**src/rtl/core/msgq_pkg.sv**
```systemverilog
`timescale 1ns / 1ps
// Shared types and constants of the message ring queue.
// Depends on nothing; every other file imports it.
package msgq_pkg;

    localparam int SLOTS         = 16;
    localparam int MAX_MSG_BYTES = 64;

    localparam int SLOT_W   = $clog2(SLOTS);
    localparam int CNT_W    = $clog2(SLOTS + 1);
    localparam int IDX_W    = $clog2(MAX_MSG_BYTES);
    localparam int LEN_W    = $clog2(MAX_MSG_BYTES + 1);
    localparam int MEM_AW   = SLOT_W + IDX_W;
    localparam int MEM_DEPTH = SLOTS * MAX_MSG_BYTES;

    // Field widths fixed by the interface
    localparam int BYTE_W     = 8;
    localparam int STATUS_W   = 2;
    localparam int CAP_W      = 7;
    localparam int SLOTS_CFG_W = 5;
    localparam int MAXB_CFG_W = 7;
    localparam int FILL_W     = 5;
    localparam int CFG_IDX_W  = 1;
    localparam int CFG_DATA_W = 7;

    // Register indexes
    localparam logic [CFG_IDX_W-1:0] CFG_SLOTS_IN_USE = 1'b0;
    localparam logic [CFG_IDX_W-1:0] CFG_MAX_MSG_BYTES = 1'b1;

    // Operation codes
    localparam logic OP_PUSH = 1'b0;
    localparam logic OP_POP  = 1'b1;

    // Queue depths (powers of two)
    localparam int CMDQ_DEPTH = 4;
    localparam int CMDQ_AW    = $clog2(CMDQ_DEPTH);
    localparam int OUTQ_DEPTH = 4;
    localparam int OUTQ_AW    = $clog2(OUTQ_DEPTH);

    typedef enum logic [STATUS_W-1:0] {
        ST_OK    = 2'd0,
        ST_BLOCK = 2'd1,
        ST_LONG  = 2'd2
    } t_status;

    typedef enum logic [1:0] {
        CMD_WRITE     = 2'd0,
        CMD_WRITE_RES = 2'd1,
        CMD_RESULT    = 2'd2,
        CMD_STREAM    = 2'd3
    } t_cmd_kind;

    typedef enum logic [1:0] {
        BK_IDLE   = 2'd0,
        BK_STREAM = 2'd1,
        BK_DRAIN  = 2'd2
    } t_back_state;

    typedef struct packed {
        t_cmd_kind          kind;
        logic [SLOT_W-1:0]  slot;
        logic [IDX_W-1:0]   idx;
        logic [BYTE_W-1:0]  data;
        t_status            status;
        logic [LEN_W-1:0]   len;
        logic [FILL_W-1:0]  fill;
    } t_cmd;

    typedef struct packed {
        t_status            status;
        logic [BYTE_W-1:0]  out_byte;
        logic               byte_valid;
        logic               end_of_run;
        logic [LEN_W-1:0]   message_length;
        logic [FILL_W-1:0]  fill_count;
    } t_result;

endpackage

```
**src/rtl/core/msgq_front.sv**
```systemverilog
`timescale 1ns / 1ps
// Front end: configuration registers, ring bookkeeping and length table.
// Turns each accepted beat into a command for the back end. Uses msgq_pkg.
module msgq_front (
    input  logic                               i_clk,
    input  logic                               i_rst_n,
    input  logic                               i_cfg_we,
    input  logic [msgq_pkg::CFG_IDX_W-1:0]     i_cfg_idx,
    input  logic [msgq_pkg::CFG_DATA_W-1:0]    i_cfg_data,
    input  logic                               i_accept,
    input  logic                               i_op,
    input  logic [msgq_pkg::BYTE_W-1:0]        i_data_byte,
    input  logic                               i_last,
    input  logic [msgq_pkg::CAP_W-1:0]         i_capacity,
    output logic                               o_cmd_vld,
    output msgq_pkg::t_cmd                     o_cmd
);
    import msgq_pkg::*;

    logic [SLOTS_CFG_W-1:0] r_slots_in_use;
    logic [MAXB_CFG_W-1:0]  r_max_bytes;
    logic [SLOT_W-1:0]      r_ws, n_ws;
    logic [CNT_W-1:0]       r_held, n_held;
    logic [LEN_W-1:0]       r_pbc, n_pbc;
    logic                   r_disc, n_disc;
    logic [LEN_W-1:0]       r_len_tab [SLOTS];

    logic [CNT_W-1:0]       eff_slots;
    logic [LEN_W-1:0]       limit;
    logic [CNT_W-1:0]       ws_ext;
    logic [CNT_W-1:0]       ws_inc;
    logic [CNT_W-1:0]       rd_diff;
    logic [SLOT_W-1:0]      rd_slot;
    logic [LEN_W-1:0]       rd_len;
    logic [LEN_W-1:0]       pbc_inc;
    logic                   lt_we;

    always_comb begin
        if (r_slots_in_use == '0) begin
            eff_slots = CNT_W'(1);
        end else if (r_slots_in_use > SLOTS_CFG_W'(SLOTS)) begin
            eff_slots = CNT_W'(SLOTS);
        end else begin
            eff_slots = CNT_W'(r_slots_in_use);
        end
    end

    assign limit   = (r_max_bytes > MAXB_CFG_W'(MAX_MSG_BYTES)) ?
                     LEN_W'(MAX_MSG_BYTES) : LEN_W'(r_max_bytes);
    assign ws_ext  = CNT_W'(r_ws);
    assign ws_inc  = ws_ext + CNT_W'(1);
    assign pbc_inc = r_pbc + LEN_W'(1);

    // Oldest slot: walk back from the write slot by the held count
    assign rd_diff = (ws_ext >= r_held) ? (ws_ext - r_held) : (eff_slots - r_held + ws_ext);
    assign rd_slot = rd_diff[SLOT_W-1:0];
    assign rd_len  = (r_len_tab[rd_slot] > LEN_W'(MAX_MSG_BYTES)) ?
                     LEN_W'(MAX_MSG_BYTES) : r_len_tab[rd_slot];

    always_comb begin
        n_ws      = r_ws;
        n_held    = r_held;
        n_pbc     = r_pbc;
        n_disc    = r_disc;
        lt_we     = 1'b0;
        o_cmd_vld = 1'b0;
        o_cmd     = '0;
        if (i_accept) begin
            if (i_op == OP_PUSH) begin
                if (r_disc) begin
                    if (i_last) begin
                        n_disc = 1'b0;
                    end
                end else if ((r_pbc == '0) && (r_held >= eff_slots)) begin
                    n_pbc        = '0;
                    n_disc       = !i_last;
                    o_cmd_vld    = 1'b1;
                    o_cmd.kind   = CMD_RESULT;
                    o_cmd.status = ST_BLOCK;
                    o_cmd.fill   = FILL_W'(r_held);
                end else if (r_pbc >= limit) begin
                    n_pbc        = '0;
                    n_disc       = !i_last;
                    o_cmd_vld    = 1'b1;
                    o_cmd.kind   = CMD_RESULT;
                    o_cmd.status = ST_LONG;
                    o_cmd.fill   = FILL_W'(r_held);
                end else begin
                    o_cmd_vld    = 1'b1;
                    o_cmd.kind   = CMD_WRITE;
                    o_cmd.slot   = r_ws;
                    o_cmd.idx    = r_pbc[IDX_W-1:0];
                    o_cmd.data   = i_data_byte;
                    o_cmd.status = ST_OK;
                    n_pbc        = pbc_inc;
                    if (i_last) begin
                        // Commit: record length, advance the write slot
                        lt_we      = 1'b1;
                        n_pbc      = '0;
                        n_held     = r_held + CNT_W'(1);
                        n_ws       = (ws_inc >= eff_slots) ? '0 : ws_inc[SLOT_W-1:0];
                        o_cmd.kind = CMD_WRITE_RES;
                        o_cmd.len  = pbc_inc;
                        o_cmd.fill = FILL_W'(n_held);
                    end
                end
            end else begin
                if (r_held == '0) begin
                    o_cmd_vld    = 1'b1;
                    o_cmd.kind   = CMD_RESULT;
                    o_cmd.status = ST_BLOCK;
                end else begin
                    n_held       = r_held - CNT_W'(1);
                    o_cmd_vld    = 1'b1;
                    o_cmd.slot   = rd_slot;
                    o_cmd.len    = rd_len;
                    o_cmd.fill   = FILL_W'(n_held);
                    o_cmd.status = ST_OK;
                    if (rd_len > LEN_W'(i_capacity)) begin
                        o_cmd.kind   = CMD_RESULT;
                        o_cmd.status = ST_LONG;
                    end else if (rd_len == '0) begin
                        o_cmd.kind = CMD_RESULT;
                    end else begin
                        o_cmd.kind = CMD_STREAM;
                    end
                end
            end
        end
    end

    always_ff @(posedge i_clk) begin
        if (!i_rst_n) begin
            r_slots_in_use <= SLOTS_CFG_W'(SLOTS);
            r_max_bytes    <= MAXB_CFG_W'(MAX_MSG_BYTES);
            r_ws           <= '0;
            r_held         <= '0;
            r_pbc          <= '0;
            r_disc         <= 1'b0;
        end else begin
            r_ws   <= n_ws;
            r_held <= n_held;
            r_pbc  <= n_pbc;
            r_disc <= n_disc;
            if (i_cfg_we) begin
                case (i_cfg_idx)
                    CFG_SLOTS_IN_USE:  r_slots_in_use <= i_cfg_data[SLOTS_CFG_W-1:0];
                    CFG_MAX_MSG_BYTES: r_max_bytes    <= i_cfg_data[MAXB_CFG_W-1:0];
                    default: ;
                endcase
            end
        end
    end

    always_ff @(posedge i_clk) begin
        if (lt_we) begin
            r_len_tab[r_ws] <= pbc_inc;
        end
    end

endmodule

```
**config.mk**
```make
export PLATFORM = sky130hd
export DESIGN_NAME = msgq_front
export DESIGN_NICKNAME = d
export VERILOG_FILES = /design/src/rtl/core/msgq_pkg.sv /design/src/rtl/core/msgq_front.sv
export SDC_FILE = /design/constraint.sdc
export NUM_CORES = 1
export LEC_CHECK = 0
export BUFFER_PORTS_ARGS = -buffer_cell sky130_fd_sc_hd__buf_2
export CAP_MARGIN = 20
export CORE_MARGIN = 1
export CORE_UTILIZATION = 35
export CTS_CLUSTER_SIZE = 40
export DETAILED_ROUTE_END_ITERATION = 6
export GPL_ROUTABILITY_DRIVEN = 0
export SYNTH_ARGS = -nofsm -noshare
export SYNTH_HDL_FRONTEND = slang
export SYNTH_SLANG_ARGS = --single-unit
```
**constraint.sdc**
```tcl
create_clock -name i_clk -period 12.9 [get_ports i_clk]
set_input_delay 2.58 -clock i_clk [delete_from_list [all_inputs] [get_ports i_clk]]
set_output_delay 2.58 -clock i_clk [all_outputs]
set_load 0.03 [all_outputs]
```
# Word level (Yosys, flattened, before mapping)
# Memories as Yosys holds them, arrays and structs flattened.
# Index checks and enable logic that the tools add are counted.
[totals]
register_bits = 29
mem_bits_rw = 112
wordCells = 98
mem_count = 1
[mem_list]
columns = ["name", "words", "width", "rd", "rd_ports_with_merged_regs", "write_ports", "line_no", "text"]
rows = [
  ["r_len_tab", 16, 7, 1, 0, 1, "msgq_front.sv:26", "logic [LEN_W-1:0] r_len_tab [SLOTS];"],
]
[op_classes]
add_sub_neg = 7
magnitude_cmp = 8
n_eq_ne = 4
muxes = 54
n_bitwise = 5
reduce_logical = 13
[op_table]
columns = ["operator", "n"]
rows = [
  ["34-bit two-way mux", 2],
  ["5-bit two-way mux", 10],
  ["7-bit two-way mux", 7],
  ["18-bit two-way mux", 2],
  ["14-bit two-way mux", 2],
  ["12-bit two-way mux", 2],
  ["1-bit two-way mux", 17],
  ["2-bit two-way mux", 8],
  ["7-bit > comparator (second input constant)", 2],
  ["7-bit logical NOT", 2],
  ["4-bit two-way mux", 3],
  ["6-bit AND reduction", 2],
  ["5-bit >= comparator", 2],
  ["5-bit logical NOT", 2],
  ["2-bit inequality test (second input constant)", 4],
  ["4-bit subtractor", 2],
  ["7-bit by 1-bit adder with 7-bit output (second input constant)", 1],
  ["7-bit >= comparator", 1],
  ["7-bit > comparator", 1],
  ["6-bit two-way mux", 1],
  ["2-bit AND reduction", 3],
  ["4-bit by 1-bit adder with 5-bit output (second input constant)", 1],
  ["5-bit by 1-bit adder with 5-bit output (second input constant)", 1],
  ["4-bit by 5-bit >= comparator with 1-bit output", 1],
  ["8 further kinds", 12],
]

# Longest topological paths before layout
# An unclocked memory read counts as a cell.
[logic_depth]
ltp_word = 15
mapped_depth = 27
mapped_depth_nobuf = 25

# Worst setup path before layout
# Ideal clock, no wire load.
[synth_path]
path_kind = "flip-flop to output port"
from = "register r_ws[1]"
to = "output port o_cmd[13] (netlist name)"
t_arrival_ps = 5295
required_time_ps = 10320
path_slack_ps = 5025
stages_incl_launch_ff = 25
cell_sequence = "dfxtp_1 inv_1 fa_1 inv_1 fa_1 nor3b_1 a221oi_2 o211ai_2 buf_2 buf_2 buf_2 a31oi_1 a211oi_1 a21oi_1 nor2b_1 ha_1 nor2b_1 o21ai_0 nand2b_1 o22ai_1 o31ai_1 nand3_1 maj3_1 a2bb2oi_2 o32ai_1"
[synth_rtl]
columns = ["element", "line_no", "text"]
rows = [
  ["from (decl)", "msgq_front.sv:22", "logic [SLOT_W-1:0] r_ws, n_ws;"],
  ["from (signal assigned)", "msgq_front.sv:141", "r_ws <= n_ws;"],
  ["to (decl)", "msgq_front.sv:16", "output msgq_pkg::t_cmd o_cmd"],
]

==> reports/metrics.cfg <==
[status]
status = complete, no violations

[setup_path]
worstPathArrival_ns = 6.60
crit_path_max_incr_delay_ns = 0.74
critPathMostFrequentCell = mux2i_1
cp-start-kind = register
path_class = reg -> out
cp_cell_sequence = inv_1 -> fa_1 -> inv_1 -> fa_1 -> nor3b_1 -> a221oi_2 -> o211ai_4 -> buf_4 -> mux2i_1 -> mux2i_1 -> mux2i_1 -> mux2i_1 -> nor2b_1 -> ha_1 -> nor2b_1 -> o21ai_0 -> nand2b_1 -> o22ai_1 -> o31ai_1 -> nand3_1 -> maj3_1 -> a2bb2oi_2 -> o32ai_1 -> buf_2
crit_fanout = 43
crit_slowest_cell = mux2i_1
cp.required_ns = 10.32
cp-end-kind = output pin

[global_routing]
grt_use_total = 0.178
grt_antenna_before_repair = 0
grt_max_degree = 44
grt_pass1_wl_mm = 29.2
grt_overflow_total = 0
grt_pass1_vias = 5173

[route]
finalWirelength_mm = 18.7
ant_nets = 0
drc_errors = 0
vias = 5203
wl_per_cell_um = 18.5
dr.pass1.iters = 5
viasPerCell = 5.15
first_iter_violations = 320

[clocking]
cts_sinks = 141
cts_root_buf = clkbuf_16
cts_tree = done
post_cts_buffers = 0
cts_buffers = 17
cts.path.max_buffers = 2
cts_hold_buf = 0
clk_latency_ns = 0.43
clkSlewWorstSetupHoldPaths_ns = 0.07
cts.htree.levels = 4
ctsResizeCount = 0

[pwr]
p_clk_frac = 0.354
intPower_mw = 0.951
p_leak_nw = 3.24
combPwrFrac = 0.297
pwr_density_cell_nw_per_um2 = 162
sw_frac_of_total = 0.334
p_sw_mw = 0.477
ir_drop_v = 0.0000948
seq_power_share = 0.349

[die]
die_area_um2 = 22000
coreArea_um2 = 21000
pin_count = 64
rows = 53
initial_utilization = 0.357
die_h_um = 148
die_x_um = 148

[sta]
slew_viol_final = 0
worstMarginPinSlew_ns = 1.04
tns_ns = 0
relSlewSlack = 0.302
rsz0062_at_grt = false
fin_skew_ns = 0.0108
post-route-min-period_ns = 9.18
setup_viol = 0
hold_violations = 0
fmax_mhz = 109
period_share = 0.711

[synthesis]
synthFlopType = edfxtp_1
synth.most_common_cell = edfxtp_1
netlist.top_cell.by_area = edfxtp_1
syn-cell-area_um2 = 7510
synth_warnings = 0
yosysUniqueCellTypes = 62
netlist_instances = 651
synthArstFlopShare = 0
synth-seq-area-share = 0.525
synth-edff-count = 112
synth_top_area_frac = 0.448
synth.net_count = 723
synthTopCellsByArea = edfxtp_1, mux2i_1, dfxtp_1
yosys-top-cells-count = edfxtp_1, mux2i_1, nand2_1, nor2_1, ha_1
syn_avg_cell_area_um2 = 11.5
synth-seq-cells = 141

[finish]
drive_gt1_frac = 0.176
n_antenna_cell = 0
nNetsFinal = 794
area_growth_pct = 17.2
nFillCells = 1966
final_area_um2 = 8800
final_util = 0.418

[placement]
place_hpwl_mm = 12.7
place_area_um2 = 8170
portBuffers = 63

[run]
maxCapViolations = 0

[min_path]
hold_path.class = reg -> reg

==> placed cells by master (no fill, tap or decap), types with 5 or more instances in the layout <==
cell type / n
ha_1: 39
edfxtp_1: 112
nor2b_1: 19
xor2_1: 5
a211oi_1: 14
o22ai_1: 5
dfxtp_1: 29
buf_2: 63
nor3_1: 11
nand2b_1: 10
nor2_1: 43
a31oi_1: 12
nand3_1: 17
xnor2_1: 10
inv_1: 34
a21boi_0: 6
and2_1: 18
buf_4: 15
clkbuf_16: 17
mux2i_1: 63
a22oi_1: 7
nand2_1: 58
a21o_1: 11
a22o_1: 6
o21ai_0: 14
a21oi_1: 22
==> power groups by stage <==
stage	combinational [mW]	clock (mW)	sequential, mW
4_1_cts	0.420	0.510	0.499
3_5_place_dp	0.418	0	0.509
6_report	0.424	0.506	0.499
5_1_grt	0.459	0.529	0.500
3_3_place_gp	0.417	0	0.509
2_1_floorplan	0.313	0	0.506
==> routing by layer <==
layer  wire length (µm)  part of all wire  global-route usage  vias to the layer above
met4                264             0.014              0.0505                        0
met2               9000              0.48               0.293                      140
met1               8420              0.45               0.233                     2518
met3                978             0.052              0.0405                       23
li1                   -                 -                   -                     2522
met5                  0                 0                   0                        -
==> metrics by stage <==
stage,std cells,worst slack [ns],power [mW],hold slack [ns]
2_1_floorplan,651,5.02,0.819,0.439
3_3_place_gp,976,4.40,0.925,0.454
3_5_place_dp,976,4.23,0.926,0.452
4_1_cts,1008,3.77,1.43,0.462
5_1_grt,1010,3.34,1.49,0.486
6_report,1010,3.72,1.43,0.460
==> state kept, by name, indices dropped and copies added, names as in the netlist <==
name	count
r_disc	1
r_held	5
r_slots_in_use	5
r_max_bytes	7
r_ws	4
r_len_tab	112
r_pbc	7
==> kinds of logic after synthesis <==
family | after synthesis | synth area share
AO/OA/AOI/OAI | 119 | 0.112
XOR/XNOR | 16 | 0.0212
adder cells (fa/ha/maj) | 44 | 0.0770
buffers and inverters | 63 | 0.0350
flip-flops | 141 | 0.525
multiplexers | 71 | 0.102
AND/OR/NAND/NOR | 197 | 0.128
==> area by class of cell <==
| cell class | instances | area (µm²) | area share |
|---|---|---|---|
| multi-input cells | 447 | 3320 | 0.378 |
| repair buffers | 79 | 448 | 0.0509 |
| clock inverters | 15 | 175 | 0.0199 |
| well taps | 275 | 344 | 0.0391 |
| flip-flops and latches | 141 | 3940 | 0.448 |
| clock buffers | 17 | 425 | 0.0484 |
| inverters | 36 | 135 | 0.0154 |
==> worst paths after layout <==
| check | startpoint | to | slack [ns] | cells past startpoint |
|---|---|---|---|---|
| hold / removal | r_max_bytes[0] | r_max_bytes[0] | 0.46 | 2 |
| hold reg to reg | r_max_bytes[0] | r_max_bytes[0] | 0.46 | 2 |
| setup / recovery | r_ws[1] | o_cmd[13] | 3.72 | 24 |
| setup reg to reg | r_pbc[0] | r_len_tab[7][6] | 8.58 | 14 |
==> worst max-delay path, delay by kind of cell, from the launching register on <==
family	cells	cell delay, ns
adders and majority gates	4	1.82
muxes	4	1.16
buffers and inverters	4	1.00
AOI/OAI and AO/OA	7	0.90
and+or+nand+nor	5	0.73
DFF	1	0.51
Power figures use the tool's default switching activity.
