**config.mk**
```make
export PLATFORM = sky130hd
export DESIGN_NAME = msgq_cmd_fifo
export DESIGN_NICKNAME = d
export VERILOG_FILES = /design/src/rtl/core/msgq_pkg.sv /design/src/rtl/core/msgq_cmd_fifo.sv
export SDC_FILE = /design/constraint.sdc
export NUM_CORES = 1
export LEC_CHECK = 0
export BUFFER_PORTS_ARGS = -buffer_cell sky130_fd_sc_hd__buf_2
export CORE_UTILIZATION = 40
export DETAILED_ROUTE_END_ITERATION = 10
export PLACE_DENSITY_LB_ADDON = 0.3
export SYNTH_ARGS = -nofsm -noshare
export SYNTH_HDL_FRONTEND = slang
export SYNTH_SLANG_ARGS = --single-unit
export TNS_END_PERCENT = 20
```
**constraint.sdc**
```tcl
create_clock -name i_clk -period 2.46 [get_ports i_clk]
set_input_delay 0.369 -clock i_clk [delete_from_list [all_inputs] [get_ports i_clk]]
set_output_delay 0.369 -clock i_clk [all_outputs]
set_load 0.02 [all_outputs]
```
**src/rtl/core/msgq_pkg.sv**
```systemverilog
`timescale 1ns / 1ps
// Shared types and constants of the message ring queue.
// Depends on nothing; every other file imports it.
package msgq_pkg;

    localparam int SLOTS         = 16;
    localparam int MAX_MSG_BYTES = 64;

    localparam int SLOT_W   = $clog2(SLOTS);
    localparam int CNT_W    = $clog2(SLOTS + 1);
    localparam int IDX_W    = $clog2(MAX_MSG_BYTES);
    localparam int LEN_W    = $clog2(MAX_MSG_BYTES + 1);
    localparam int MEM_AW   = SLOT_W + IDX_W;
    localparam int MEM_DEPTH = SLOTS * MAX_MSG_BYTES;

    // Field widths fixed by the interface
    localparam int BYTE_W     = 8;
    localparam int STATUS_W   = 2;
    localparam int CAP_W      = 7;
    localparam int SLOTS_CFG_W = 5;
    localparam int MAXB_CFG_W = 7;
    localparam int FILL_W     = 5;
    localparam int CFG_IDX_W  = 1;
    localparam int CFG_DATA_W = 7;

    // Register indexes
    localparam logic [CFG_IDX_W-1:0] CFG_SLOTS_IN_USE = 1'b0;
    localparam logic [CFG_IDX_W-1:0] CFG_MAX_MSG_BYTES = 1'b1;

    // Operation codes
    localparam logic OP_PUSH = 1'b0;
    localparam logic OP_POP  = 1'b1;

    // Queue depths (powers of two)
    localparam int CMDQ_DEPTH = 4;
    localparam int CMDQ_AW    = $clog2(CMDQ_DEPTH);
    localparam int OUTQ_DEPTH = 4;
    localparam int OUTQ_AW    = $clog2(OUTQ_DEPTH);

    typedef enum logic [STATUS_W-1:0] {
        ST_OK    = 2'd0,
        ST_BLOCK = 2'd1,
        ST_LONG  = 2'd2
    } t_status;

    typedef enum logic [1:0] {
        CMD_WRITE     = 2'd0,
        CMD_WRITE_RES = 2'd1,
        CMD_RESULT    = 2'd2,
        CMD_STREAM    = 2'd3
    } t_cmd_kind;

    typedef enum logic [1:0] {
        BK_IDLE   = 2'd0,
        BK_STREAM = 2'd1,
        BK_DRAIN  = 2'd2
    } t_back_state;

    typedef struct packed {
        t_cmd_kind          kind;
        logic [SLOT_W-1:0]  slot;
        logic [IDX_W-1:0]   idx;
        logic [BYTE_W-1:0]  data;
        t_status            status;
        logic [LEN_W-1:0]   len;
        logic [FILL_W-1:0]  fill;
    } t_cmd;

    typedef struct packed {
        t_status            status;
        logic [BYTE_W-1:0]  out_byte;
        logic               byte_valid;
        logic               end_of_run;
        logic [LEN_W-1:0]   message_length;
        logic [FILL_W-1:0]  fill_count;
    } t_result;

endpackage

```
**src/rtl/core/msgq_cmd_fifo.sv**
```systemverilog
`timescale 1ns / 1ps
// Short command queue between front and back end.
// Uses msgq_pkg for the command type and depth.
module msgq_cmd_fifo (
    input  logic             i_clk,
    input  logic             i_rst_n,
    input  logic             i_enq,
    input  msgq_pkg::t_cmd   i_cmd,
    input  logic             i_deq,
    output logic             o_full,
    output logic             o_vld,
    output msgq_pkg::t_cmd   o_cmd
);
    import msgq_pkg::*;

    t_cmd                 r_buf [CMDQ_DEPTH];
    logic [CMDQ_AW-1:0]   r_wptr;
    logic [CMDQ_AW-1:0]   r_rptr;
    logic [CMDQ_AW:0]     r_cnt;
    logic                 do_enq;
    logic                 do_deq;

    assign o_full = (r_cnt == (CMDQ_AW+1)'(CMDQ_DEPTH));
    assign o_vld  = (r_cnt != '0);
    assign o_cmd  = r_buf[r_rptr];
    assign do_enq = i_enq && !o_full;
    assign do_deq = i_deq && o_vld;

    always_ff @(posedge i_clk) begin
        if (!i_rst_n) begin
            r_wptr <= '0;
            r_rptr <= '0;
            r_cnt  <= '0;
        end else begin
            if (do_enq) begin
                r_wptr <= r_wptr + CMDQ_AW'(1);
            end
            if (do_deq) begin
                r_rptr <= r_rptr + CMDQ_AW'(1);
            end
            case ({do_enq, do_deq})
                2'b10:   r_cnt <= r_cnt + (CMDQ_AW+1)'(1);
                2'b01:   r_cnt <= r_cnt - (CMDQ_AW+1)'(1);
                default: r_cnt <= r_cnt;
            endcase
        end
    end

    always_ff @(posedge i_clk) begin
        if (do_enq) begin
            r_buf[r_wptr] <= i_cmd;
        end
    end

endmodule

```
======== Word level (Yosys, flattened, before mapping) ========
Memories as Yosys holds them, arrays and structs flattened. A register that Yosys moved wholly into a read port is not among the register bits.
Index checks and enable logic that the tools add are counted.
storage, ports and cells
  flip-flop bits (word level) ............. 7
  memories ................................ 1
  latch bits .............................. 0
  input bits .............................. 38
  memory bits (writable) .................. 136
  output and inout bits ................... 36
  ROM bits ................................ 0
  logic and storage cells ................. 21
operators by class
  reductions and logical operators ........ 5
  add/subtract/negate cells ............... 4
  $lt $le $gt $ge ......................... 0
  divide/modulo/power cells ............... 0
  bitwise gates (word level) .............. 0
  eq/ne operators ......................... 3
  multipliers ............................. 0
  shift operators ......................... 0
  multiplexer cells ....................... 5
memories
  name   depth  bits a word  rd ports  clocked after memory_dff  write ports  line                 text
  r_buf  4      34           1         1                         1            msgq_cmd_fifo.sv:16  t_cmd r_buf [CMDQ_DEPTH];
operator list
  operator             number
  $pmux 3 s2           1
  $add 2x1->2 const B  2
  $mux 2               2
  $add 3x1->3 const B  1
  $eq 3x3->1 const B   1
  $reduce_bool 3->1    1
  $sub 3x1->3 const B  1
  $eq 2x1->1 const B   1
  $eq 2x2->1 const B   1
  $logic_and 1x1->1    2
  $mux 1               2
  $reduce_bool 2->1    1
  $logic_not 1->1      1

======== Longest topological paths before layout ========
Gate-level depths: netlist of the first run.
  depth in word-level cells ............... 5
  mapped depth ............................ 10
  depth with buffers taken out ............ 9

======== Worst setup path before layout of the first run ========
Ideal clock, no wire load.
  path type ............................... register to register
  start point ............................. register r_cnt[2]
  end point ............................... register r_cnt[2]
  required time ........................... 2.384 ns
  buffers on the path ..................... 1
  clock period less this slack ............ 2.272 ns
  library setup time ...................... 0.076 ns
  slack ................................... 0.188 ns
  stages on the path, launching flop included .. 11
  arrival ................................. 2.196 ns
  cell sequence ........................... dfxtp_1 nor3b_2 nor2b_1 buf_2 inv_1 ha_1 inv_1 fa_1 xor2_1 or3_1 a21boi_0
on the way
  word-level cells in the longest chain between the ends .. 5
  elaborated cells between the ends (all ways) .. 11
  classes of those cells .................. add/sub (2); eq/ne (3); mux (1); reduce/logical (5)
RTL lines
  what                                             line                 text
  start: declaration                               msgq_cmd_fifo.sv:19  logic [CMDQ_AW:0] r_cnt;
  start signal: assignment                         msgq_cmd_fifo.sv:42  2'b10: r_cnt <= r_cnt + (CMDQ_AW+1)'(1);
  start signal: assignment                         msgq_cmd_fifo.sv:43  2'b01: r_cnt <= r_cnt - (CMDQ_AW+1)'(1);
  start signal: assignment                         msgq_cmd_fifo.sv:44  default: r_cnt <= r_cnt;
  $eq 3x3->1 *                                     msgq_cmd_fifo.sv:23  assign o_full = (r_cnt == (CMDQ_AW+1)'(CMDQ_DEPTH));
  named net o_full                                 msgq_cmd_fifo.sv:10  output logic o_full,
  $logic_not 1->1 *                                msgq_cmd_fifo.sv:26  assign do_enq = i_enq && !o_full;
  $logic_and 1x1->1 *                              msgq_cmd_fifo.sv:26
  $eq 2x1->1 or $eq 2x2->1 (tied branches)         msgq_cmd_fifo.sv:41  case ({do_enq, do_deq})
  $pmux 3 s2 or $reduce_bool 2->1 (tied branches)  --
The timed path passes the listed nets; every way through them passes the cells marked *.
A chain may end at the register's enable or synchronous reset.

==> results of run 1 <==
==> sequential cells by signal (all words and copies together), names as in the netlist, named ones only <==
signal,flops
r_wptr,2
r_cnt,3
r_rptr,2
r_buf,136
==> cell families after synthesis <==
group	share of synthesized area, %
flops	78.2
mux	14.7
simple gates	1.95
buf+inv	2.23
fa+ha+maj	1.51
compound gates	0.780
xor+xnor	0.643
==> final timing paths <==
kind	start	endpoint	slack (ns)	cells after the start
setup / recovery	flip-flop	o_cmd[22]	0.22	3
hold / removal	i_cmd[28]	r_buf[3][28]	0.17	1
setup reg to reg	r_cnt[2]	r_cnt[2]	0.22	9
hold reg to reg	r_wptr[1]	r_wptr[1]	0.50	2
==> metrics by stage <==
stage	hold WS (ns)	utilization, %
finish	0.170	50.3
global route	0.156	50.3
CTS	0.152	50.3
detailed placement	0.501	45.8
global placement	0.487	45.8
floorplan	0.468	-
==> power by group through the flow <==
stage / registers, mW / clock network (mW) / logic, mW
after floorplan: 3.10 / 0 / 1.34
after CTS: 3.07 / 2.64 / 1.80
after global routing: 3.09 / 2.74 / 1.90
final: 3.07 / 2.58 / 1.75
after detailed placement: 3.12 / 0 / 1.80
after global placement: 3.11 / 0 / 1.79
==> placed cells by master, fill, tap and decap left out, drive strengths merged <==
cell,n
o311ai,1
ha,5
inv,6
o21ai,2
a21boi,1
clkinvlp,2
edfxtp,136
xor2,1
o31a,1
nand2,5
clkbuf,19
nor3b,1
and2,7
bufinv,4
dfxtp,9
xnor2,3
clkinv,7
buf,79
nor2b,3
fa,1
or3,2
mux2i,2
mux4,34
==> area by class of cell <==
type,count,area [µm²],area share [%]
tap,176,220,3.30
inverter,6,22.5,0.338
timing repair buffer,79,485,7.28
multi-input combinational,69,1070,16.1
sequential,145,4270,64.0
clock buffer,19,433,6.49
clock inverter,13,168,2.51
==> per-layer routing <==
metal / track usage [%] / up-vias / wire length (µm)
met2: 21.1 / 70 / 4430
li1: - / 1124 / -
met1: 18.5 / 1280 / 4010
met4: 7.04 / 0 / 154
met5: 0 / - / 0
met3: 4.49 / 15 / 470
==> results.cfg, run 1 <==
[place]
portBuffers = 73
gp_congestion = 0.618
dp_hpwl_mm = 5.35
placed_cells = 475
placed_area_um2 = 6070
pre_cts_slack_ns = 0.210

[cells_and_area]
drive_above_1_share_pct = 43.8
fin_area_um2 = 6670
fin_nets = 362
fillers = 1148
antennaDiodeCount = 0
instances_no_fill = 507
area_growth_pct = 22.3

[grt]
grt_overflow = 0
grt_pass1_wl_mm = 14.3
antenna_found_initial = 0
grt_usage_pct = 14.1
grt_max_degree = 35
first_global_vias = 2594

[min_path]
hp-class = input port to flip-flop

[clock_network]
cts_resized = 0
ctsHtreeMaxLevel = 4
numClockSinks = 145
postCtsHoldBufs = 0
cts_buffer_depth = 2
numCtsBuffers = 17
postCtsSetupRepairBufs = 0
root_buffer = clkbuf_16
clk_latency_ns = 0.41
clk_pin_slew_worst_paths_ns = 0.06
cts_tree = built

[setup_path]
cp-end-kind = primary output
crit_path_max_incr_delay_ns = 0.64
path_buf_inv = 2
path_cells = buf_12 -> mux4_1 -> buf_2
critPathRequiredTime_ns = 2.09
slowest_stage = mux4_1
cp-start-kind = flip-flop
crit_type = flip-flop to primary output
critical-path-top-delay-family = multiplexers
worstPathArrival_ns = 1.87
path_max_fanout = 34

[floorplan]
rows = 42
die_x_um = 119
core_um2 = 13200
initial_utilization_pct = 41.2
die-area_um2 = 14100
die_h_um = 119
io_pins = 74

[yosys]
synth_seq_cells = 145
syn_inst = 230
ys_warn_count = 0
synthArstFlopShare_pct = 0
syn_avg_cell_area_um2 = 23.7
synthDistinctLibCells = 23
synth_seq_area_share_pct = 78.2
synth.most_common_cell = edfxtp_1
yosysTopAreaCell = edfxtp_1
synth_top_area_share_pct = 74.9
syn-num-nets = 274
synth_ff_type = edfxtp_1
synth_area_um2 = 5450
synth_area_leaders = edfxtp_1, mux4_2, dfxtp_1, mux4_1, ha_1
synth-edff-count = 136
yosys-top-cells-count = edfxtp_1, mux4_2, dfxtp_1

[power]
p_leak_nw = 2.28
power.switching_mw = 1.98
ir_drop_mv = 0.531
swShare_pct = 26.7
clockPowerShare_pct = 34.9
p_seq_share_pct = 41.4
cell_internal_pwr_mw = 5.43
finalPower_mw = 7.41
power-per-cell-area_nw_per_um2 = 1110
pwr-share-comb_pct = 23.7

[job]
drv_cap = 0

[timing]
tns_ns = 0
finalHoldViolations = 0
worst_slew_margin_rel_pct = 70.3
min_period_ns = 2.24
period_share_pct = 91.2
skew_ns = 0.00499
tightestPinTransition_ns = 0.444
setup_viol = 0
final_max_slew_viol_count = 0
rsz0062_at_grt = no
fin_ws_ns = 0.217
max_freq_mhz = 446

[drt]
drtIter0Drc = 139
vias = 2489
routed_wl_mm = 9.06
drc = 0
avgRoutedWirePerCell_um = 17.9
first_pass_iters = 4
ant_nets = 0
viasPerCell = 4.91

[run_status]
status = completed
No activity file was read; power rests on OpenSTA's default activity.
==> inputs of run 2 (changes only) <==
Settings changed: CORE_UTILIZATION 40 to 43.
==> run 2 against run 1 <==
Core utilization up 4.3 points; critical path depth stayed put; first-iteration DRC count grew 32%; clock power rose by 5%; worst hold slack got worse by 0.0068 ns; cell area fell by 0.24%; via count shrank 0.16%; largest power group unchanged; clock skew is essentially flat; combinational power barely moved; sequential power hardly changed; power up 1.2%; non-clock buffer count rose by 6.
==> results.cfg, run 2 (synthesized netlist as in run 1, its figures left out) <==
[run_status]
status = completed

[min_path]
hp-class = input port to flip-flop
worstHoldStart = i_cmd[21]

[cells_and_area]
antennaDiodeCount = 0
largest_registers = r_buf (136), r_cnt (3)
fillers = 948
final_common_cell = edfxtp_1
fin_nets = 368
instances_no_fill = 505
layout_common_cells = edfxtp_1, buf_2, mux4_2
drive_above_1_share_pct = 44.2
largest_reg_flops = 136
regMostFlops = r_buf
area_growth_pct = 22.0
fin_area_um2 = 6650
multi_input_area_um2 = 1070
regArea_um2 = 4270

[setup_path]
critPathRequiredTime_ns = 2.09
crit_type = flip-flop to primary output
worstPathArrival_ns = 1.94
r2r_slack_ns = 0.20
cp-end-kind = primary output
reg2reg_depth = 9
r2r-start = r_cnt[2]
timing.rr.end = r_cnt[2]
crit_path_end = o_cmd[32]
cp-start-kind = flip-flop
path_max_fanout = 21

[clock_network]
cts_buffer_depth = 2
numCtsBuffers = 17
clk_latency_ns = 0.42
root_buffer = clkbuf_16
postCtsHoldBufs = 0
cts_tree = built
cts_resized = 0
postCtsSetupRepairBufs = 0
clk_pin_slew_worst_paths_ns = 0.06
ctsHtreeMaxLevel = 4
numClockSinks = 145

[timing]
skew_ns = 0.00540
period_share_pct = 93.8
rsz0062_at_grt = no
max_freq_mhz = 433
tns_ns = 0
final_max_slew_viol_count = 0
tightestPinTransition_ns = 0.498
min_period_ns = 2.31
setup_viol = 0
finalHoldViolations = 0
worst_slew_margin_rel_pct = 66.7
hold_slack_ns = 0.164

[grt]
first_global_vias = 2678
grt_overflow = 0
grt_usage_pct = 15.9
antenna_found_initial = 0
grt_max_degree = 22
grt_pass1_wl_mm = 14.5

[drt]
vias = 2485
drc = 0
ant_nets = 0
routed_wl_mm = 9.28
drtIter0Drc = 183
avgRoutedWirePerCell_um = 18.4
viasPerCell = 4.92
first_pass_iters = 4

[power]
power-per-cell-area_nw_per_um2 = 1130
p_leak_nw = 2.30
ir_drop_mv = 0.486
finalPower_mw = 7.50

[floorplan]
initial_utilization_pct = 44.8
die_h_um = 115
io_pins = 74
die-area_um2 = 13100
rows = 40
core_um2 = 12200
die_x_um = 115

[job]
drv_cap = 0

[place]
placed_cells = 473
dp_hpwl_mm = 5.69
placed_area_um2 = 6030
portBuffers = 73
gp_congestion = 0.708
[run 2: layout make-up]
class,instances,share of cell area (%)
well taps,168,3.16
flip-flops and latches,145,64.1
multi-input cells,69,16.1
repair buffers,85,6.85
clock buffers,19,6.51
inverters,6,0.339
clock inverters,13,2.88
[run 2: stage by stage]
stage          utilization (%)  setup WS [ns]
2_1_floorplan                -          0.188
6_report                  54.7          0.151
5_1_grt                   54.7         0.0460
3_5_place_dp              49.6          0.187
4_1_cts                   54.7         0.0936
3_3_place_gp              49.6          0.419
[run 2: how the worst min path moves through the flow]
stage | end | slack, ns | cells past startpoint
after detailed placement | r_wptr[0] | 0.50 | 2
after global placement | r_wptr[1] | 0.48 | 2
after floorplan | r_wptr[1] | 0.47 | 2
after CTS | r_buf[0][29] | 0.15 | 1
after global routing | r_buf[0][29] | 0.15 | 1
final | r_buf[0][21] | 0.16 | 1
[run 2: critical path, stage by stage, from the launching register on]
cell,delay [ns]
dfxtp_2,0.32
buf_4,0.37
mux4_1,0.64
buf_2,0.18
[run 2: where the power goes]
group | internal, mW | total (mW) | leakage [nW] | switching, mW
clock network | 1.78 | 2.70 | 0.301 | 0.924
registers | 2.98 | 3.07 | 1.32 | 0.0871
logic | 0.747 | 1.72 | 0.675 | 0.975
total | 5.51 | 7.50 | 2.30 | 1.99
[run 2: routing by layer]
layer	share of wire, %	vias to the layer above	wire length (µm)	track usage, %
li1	-	1140	-	-
met1	42	1268	3920	19.0
met2	51	67	4720	26.1
met3	5.3	10	494	5.51
met4	1.5	0	137	7.27
met5	0	-	0	0
==> inputs of run 3 (changes only) <==
Settings changed: CTS_BUF_LIST set to sky130_fd_sc_hd__clkbuf_2 sky130_fd_sc_hd__clkbuf_4 sky130_fd_sc_hd__clkbuf_8.
==> run 3 against run 2 <==
Register-to-register slack about the same; sequential cell count unchanged; critical path type is now flip-flop to flip-flop; sequential power about the same; maximum frequency up 2.0%; sequential share of layout area up 1.8 points; global-route usage down 0.18 points; clock skew up 0.0022 ns; clock power down 24%; die area unchanged; count of clock-buffer cells in the layout unchanged.
==> results.cfg, run 3 (synthesized netlist as in run 1, its figures left out) <==
[drt]
viasPerCell = 4.92
drtIter0Drc = 149
avgRoutedWirePerCell_um = 18.4
ant_nets = 0
drc = 0
first_pass_iters = 4
vias = 2484
routed_wl_mm = 9.28

[job]
drv_cap = 0

[cells_and_area]
final_common_cell = edfxtp_1
fillers = 962
instances_no_fill = 505
layout_common_cells = edfxtp_1, buf_2, mux4_2
regArea_um2 = 4270
area_growth_pct = 18.7
antennaDiodeCount = 0
drive_above_1_share_pct = 44.8
fin_nets = 368
multi_input_area_um2 = 1070
largest_reg_flops = 136
regMostFlops = r_buf
largest_registers = r_buf (136), r_cnt (3)

[timing]
worst_slew_margin_rel_pct = 66.7
setup_viol = 0
tightestPinTransition_ns = 0.499
min_period_ns = 2.26
tns_ns = 0
max_freq_mhz = 442
finalHoldViolations = 0
final_max_slew_viol_count = 0
fin_ws_ns = 0.196
skew_ns = 0.00759
rsz0062_at_grt = no
period_share_pct = 92.0

[place]
placed_cells = 473
dp_hpwl_mm = 5.69
gp_congestion = 0.708
portBuffers = 73
pre_cts_slack_ns = 0.187

[floorplan]
io_pins = 74
die_h_um = 115
rows = 40
core_um2 = 12200
initial_utilization_pct = 44.8
die-area_um2 = 13100
die_x_um = 115

[grt]
grt_overflow = 0
antenna_found_initial = 1
grt_pass1_wl_mm = 14.3
grt_usage_pct = 15.7
grt_max_degree = 22
first_global_vias = 2682

[clock_network]
ctsHtreeMaxLevel = 4
cts_tree = built
root_buffer = clkbuf_8
cts_buffer_depth = 2
numClockSinks = 145
clk_latency_ns = 0.43
clk_pin_slew_worst_paths_ns = 0.07
postCtsHoldBufs = 0
numCtsBuffers = 17

[setup_path]
path_max_fanout = 7
crit_type = flip-flop to flip-flop
worstPathArrival_ns = 2.61
reg2reg_depth = 9
critPathRequiredTime_ns = 2.81
cp-end-kind = flip-flop
cp-start-kind = flip-flop

[power]
ir_drop_mv = 0.472
p_leak_nw = 2.22
finalPower_mw = 6.83
power-per-cell-area_nw_per_um2 = 1060

[run_status]
status = completed

[min_path]
hp-class = input port to flip-flop
holdPathStages = 1
run 3: cell types whose count changed in the layout (fill, tap and decap cells not counted):
cell,previous run,this run
clkbuf_8,0,17
buf_6,0,1
clkbuf_1,2,0
clkbuf_16,17,0
clkbuf_4,0,2
buf_4,12,11
run 3: timing repair:
action                     in CTS  in global routing
resized for setup               0                  1
setup endpoints to repair       0                  1
setup buffers                   0                  0
run 3: path summary, 6_finish.rpt:
check	startpoint	end	slack [ns]
setup / recovery	r_cnt[2]	r_cnt[2]	0.20
setup reg to reg	r_cnt[2]	r_cnt[2]	0.20
hold reg to reg	r_wptr[0]	r_wptr[0]	0.51
hold / removal	i_cmd[14]	r_buf[2][14]	0.15
run 3: layout make-up:
class | instances | share of cell area [%]
Sequential cell | 145 | 65.9
Multi-Input combinational cell | 69 | 16.6
Timing Repair Buffer | 85 | 7.10
Clock buffer | 19 | 3.85
Tap cell | 168 | 3.25
Clock inverter | 13 | 2.96
Inverter | 6 | 0.348
run 3: metal layers:
metal	share of wire [%]	vias to the layer above	wire length [µm]	GRT usage (%)
met5	0.13	-	12	0
li1	-	1133	-	-
met3	5.3	7	494	6.99
met4	0.86	2	80	5.45
met1	42	1280	3920	18.3
met2	51	62	4770	25.9
run 3: report_power, final:
group / leakage (nW) / internal (mW) / total [mW] / switching (mW)
Clock: 0.220 / 1.21 / 2.04 / 0.825
Combinational: 0.676 / 0.753 / 1.73 / 0.977
Sequential: 1.32 / 2.98 / 3.07 / 0.0883
Total: 2.22 / 4.94 / 6.83 / 1.89
run 3: worst max-delay path, stage by stage, from the launching register on:
cell and delay [ns]:
dfxtp_1 0.42, nor3b_2 0.23, nor2b_1 0.16, inv_1 0.09, ha_1 0.18, inv_1 0.06
fa_1 0.38, xor2_1 0.16, or3_1 0.31, a21boi_0 0.20
run 3: per-stage QoR:
| step | hold slack, ns | utilization (%) | cell area, µm² |
|---|---|---|---|
| final | 0.147 | 53.2 | 6470 |
| after global routing | 0.110 | 53.2 | 6470 |
| after CTS | 0.111 | 53.2 | 6470 |
| after detailed placement | 0.504 | 49.6 | 6030 |
| after global placement | 0.484 | 49.6 | 6030 |
| after floorplan | 0.468 | - | 5450 |
